<file path="src/design/spadj_pkg.sv">
`default_nettype none
package spadj_pkg;

	localparam int DIST_W = 21;
	localparam int OUT_DIST_W = 20;
	localparam int IN_W = 16;
	localparam int VTX_PORT_W = 4;

	localparam logic [DIST_W-1:0] DIST_INF = '1;
	localparam logic [DIST_W-1:0] DIST_MAX = 21'h0F_FFFF;
	localparam logic [OUT_DIST_W-1:0] DIST_OUT_MAX = '1;

	localparam logic CMD_WRITE = 1'b0;
	localparam logic CMD_QUERY = 1'b1;

	// caller keeps d at or below DIST_MAX, so the sum fits in DIST_W bits
	function automatic logic [DIST_W-1:0] sat_add(
		input logic [DIST_W-1:0] d,
		input logic [IN_W-1:0] w
	);
		logic [DIST_W-1:0] s;
		s = d + DIST_W'(w);
		return (s > DIST_MAX) ? DIST_MAX : s;
	endfunction

endpackage
`default_nettype wire

</file>
<file path="src/design/spadj_edge_ram.sv">
`default_nettype none
module spadj_edge_ram #(
	parameter int NUM_VERTICES = 16,
	parameter int WEIGHT_BITS = 16
) (
	input  logic clk,
	input  logic arst_n,
	input  logic wr_en,
	input  logic [spadj_pkg::VTX_PORT_W-1:0] wr_row,
	input  logic [spadj_pkg::VTX_PORT_W-1:0] wr_col,
	input  logic [spadj_pkg::IN_W-1:0] wr_weight,
	input  logic rd_en,
	input  logic [$clog2(NUM_VERTICES)-1:0] rd_row,
	input  logic [$clog2(NUM_VERTICES)-1:0] rd_col,
	output logic [((WEIGHT_BITS < spadj_pkg::IN_W) ? WEIGHT_BITS : spadj_pkg::IN_W)-1:0] rd_weight,
	output logic busy
);
	import spadj_pkg::*;

	localparam int VW = $clog2(NUM_VERTICES);
	localparam int SW = (WEIGHT_BITS < IN_W) ? WEIGHT_BITS : IN_W;
	localparam int AW = 2 * VW;
	localparam int DEPTH = 1 << AW;

	logic [SW-1:0] mem [DEPTH];
	logic [AW-1:0] clr_q;
	logic busy_q;
	logic in_range;
	logic [AW-1:0] wr_addr;

	assign in_range = (32'(wr_row) < NUM_VERTICES) && (32'(wr_col) < NUM_VERTICES);
	assign wr_addr = {VW'(wr_row), VW'(wr_col)};
	assign busy = busy_q;

	// clearing sweep after reset
	always_ff @(posedge clk or negedge arst_n) begin
		if (!arst_n) begin
			busy_q <= 1'b1;
			clr_q <= '0;
		end else if (busy_q) begin
			clr_q <= clr_q + AW'(1);
			if (&clr_q) begin
				busy_q <= 1'b0;
			end
		end
	end

	always_ff @(posedge clk) begin
		if (busy_q) begin
			mem[clr_q] <= '0;
		end else if (wr_en && in_range) begin
			mem[wr_addr] <= SW'(wr_weight);
		end
		if (rd_en) begin
			rd_weight <= mem[{rd_row, rd_col}];
		end
	end

endmodule
`default_nettype wire

</file>
<file path="config.mk">
export PLATFORM = sky130hd
export DESIGN_NAME = spadj_edge_ram
export DESIGN_NICKNAME = d
export VERILOG_FILES = /design/src/design/spadj_pkg.sv /design/src/design/spadj_edge_ram.sv
export SDC_FILE = /design/constraint.sdc
export NUM_CORES = 2
export LEC_CHECK = 0
export BUFFER_PORTS_ARGS = -buffer_cell sky130_fd_sc_hd__buf_2
export CORE_ASPECT_RATIO = 1.25
export CORE_MARGIN = 4
export CORE_UTILIZATION = 63
export CTS_BUF_LIST = sky130_fd_sc_hd__clkbuf_16
export DETAILED_ROUTE_END_ITERATION = 7
export PLACE_DENSITY = 0.79
export SYNTH_ARGS = -nofsm -noshare
export SYNTH_HDL_FRONTEND = slang
export SYNTH_SLANG_ARGS = --single-unit
</file>
<file path="constraint.sdc">
create_clock -name clk -period 6.8 [get_ports clk]
set_input_delay 0.34 -clock clk [delete_from_list [all_inputs] [get_ports clk]]
set_output_delay 0.34 -clock clk [all_outputs]
set_load 0.05 [all_outputs]
</file>
==> impl_metrics.ini <==
[run_status]
outcome = finished, violations left
violations = max-capacitance violations, max-slew violations

[sta]
whs_ns = 0.08355
relSlewSlack_pct = -4.836
slew_viol_final = 113
post-route-min-period_ns = 4.417
grt_setup_unrepaired = no
finalSetupViolCount = 0
final.setup_skew_ns = 0.06456
finalHoldViolations = 0
min_period_over_period_pct = 64.95
setup-tns-final_ns = 0
tightest_slew_ns = 1.573
fin_ws_ns = 2.383
timing.fmax_mhz = 226.4

[critical_path]
reg2reg_to = mem[41][10]
arrival_ns = 4.99
cp_max_fo = 28
reg2reg_depth = 7
cp-end-kind = flip-flop
ff2ff_setup_slack_ns = 2.38
worstReg2RegStart = busy
start_kind = flip-flop
path_class = flip-flop to flip-flop
cp_data_required_time_ns = 7.38

[clock_network]
root_buffer = clkbuf_16
ctsHtreeMaxLevel = 5
postCtsHoldBufs = 5
cts_num_sinks = 4121
clockBufferDepth = 4
clk_pin_slew_ns = 0.06
clkLatencyLatePin_ns = 0.92
cts_setup_buffers = 0
cts_tree = done
post_cts_resized = 0
cts_buffers = 377

[logic_synthesis]
synth_edf_count = 4112
synth_area_leaders = edfxtp_1, mux4_2, mux2i_1
async_reset_ff_share_pct = 0.2184
synth.distinct_cells = 70
synth_ff_type = edfxtp_1
yosys_register_bits = 4121
synthCells = 7430
yosysWarnings = 0
syn_avg_cell_area_um2 = 21.51
ys_seq_area_share_pct = 77.39
syn_nets = 7467
netlist.area_leader.share_pct = 77.25
syn_area_um2 = 159900
yosysTopAreaCell = edfxtp_1

[die]
die_w_um = 458.5
die_h_um = 571.2
dieArea_um2 = 261900
ios = 53
row_count = 206
core_um2 = 252300
initial_core_util_pct = 63.35

[grt]
grt_usage_pct = 33.68
grt_first_pass_wirelength_um = 624100
grt_pass1_vias = 83010
antenna_found_initial = 26
grt_overflow = 0
grt_start_max_net_pins = 200

[min_path]
min_path_type = primary input to flip-flop
hold_end = mem[163][6]
hp-start = wr_weight[6]
hold_depth = 2

[drt]
wire_per_inst_um = 38.10
drt_wl_total_um = 438400
vias_per_cell = 7.284
drc_errors = 0
first_iter_violations = 14150
route.vias.total = 83830
drt_first_pass_iters = 6
ant_nets = 0

[final_layout]
drive_gt1_share_pct = 23.00
nNetsFinal = 7886
fin_cells = 11510
areaGrowthSynthToFinish_pct = 11.07
fin_area_um2 = 177600
final_util_pct = 70.36
final_cell_mix = edfxtp_1, mux4_2, mux2i_1
final_common_cell = edfxtp_1

[power]
peakVddDrop_mv = 0.2503
leakagePower_nw = 59.73
clock_power_share_pct = 41.3
power_frac_seq_pct = 53.8
p_per_area_nw_per_um2 = 293.1
combPwrFrac_pct = 4.9
netSwitchingFraction_pct = 21.28
internal-power_mw = 40.96
p_sw_mw = 11.07
power_mw = 52.03

[placement]
dp.cells = 10790
io_buffer_count = 52
place_ws_ns = 1.671
place_area_um2 = 165000
dp_hpwl_um = 246300
gp_congestion = 0.9663

[run]
maxCapViolCount = 1
==> synthesized netlist by cell type, types with 31 or more instances <==
library cell and number:
nor3_1 155, nor2_1 320, nor4_1 37, buf_6 60, o21ai_0 46, o221ai_1 171, buf_4 46, edfxtp_1 4112
buf_2 79, nand2_1 71, clkbuf_1 181, a21oi_1 119, a22oi_1 51, o22ai_1 164, mux4_2 800, a221oi_1 31
mux2i_1 589
==> power groups by stage <==
stage          registers (mW)  clock network, mW  logic (mW)
5_1_grt                  28.0               22.7        2.61
4_1_cts                  28.0               21.5        2.50
3_3_place_gp             28.6                  0        2.41
2_1_floorplan            28.6                  0        1.53
6_report                 28.0               21.5        2.55
3_5_place_dp             28.6                  0        2.47
==> worst max path at each step <==
stage / startpoint / end / slack (ns) / cells after the start
2_1_floorplan: busy / mem[0][10] / 1.21 / 6
3_3_place_gp: rd_col[1] / rd_weight[9] / 1.64 / 10
3_5_place_dp: rd_col[1] / rd_weight[9] / 1.67 / 10
4_1_cts: rd_col[1] / rd_weight[9] / 2.48 / 10
5_1_grt: busy / mem[217][7] / 2.34 / 7
6_report: busy / mem[41][10] / 2.38 / 7
==> cell families after synthesis <==
logic type	after synthesis	share of synthesized area, %
adders and majority gates	1	0.007826
xor gates and xnor gates	7	0.03835
AOI/OAI and AO/OA	712	3.185
buffers and inverters	450	1.952
and+or+nand+nor	727	2.138
muxes	1412	15.29
DFF	4121	77.39
==> state kept, by name, indices dropped and copies added (netlist names) <==
name and flops:
rd_weight 16, mem 4096, clr_q 8, busy 1
==> per-layer routing <==
layer	wire, µm	vias to the layer above	GRT usage (%)
met5	116	-	0.2198
met4	35630	18	22.02
met3	55150	1505	7.224
met2	209900	7379	52.80
met1	137600	42650	43.37
li1	-	32280	-
==> worst max-delay path, cell delays in order (launching register included) <==
cell and delay, ns:
dfstp_2 0.43, nor2b_2 0.53, buf_4 0.42, nand3b_1 0.14
o21ai_1 0.47, nand3_2 1.20, nor2_1 0.52, buf_4 0.34
==> layout make-up <==
cell class	count	area (µm²)
Tap cell	3328	4164
Sequential cell	4121	123700
Timing Repair Buffer	485	3979
Clock buffer	385	9634
Antenna cell	32	80.08
Multi-Input combinational cell	2859	33180
Clock inverter	294	2778
Fill cell	13890	74780
Inverter	5	31.28
Note: power is estimated with default switching activity, not from simulation.
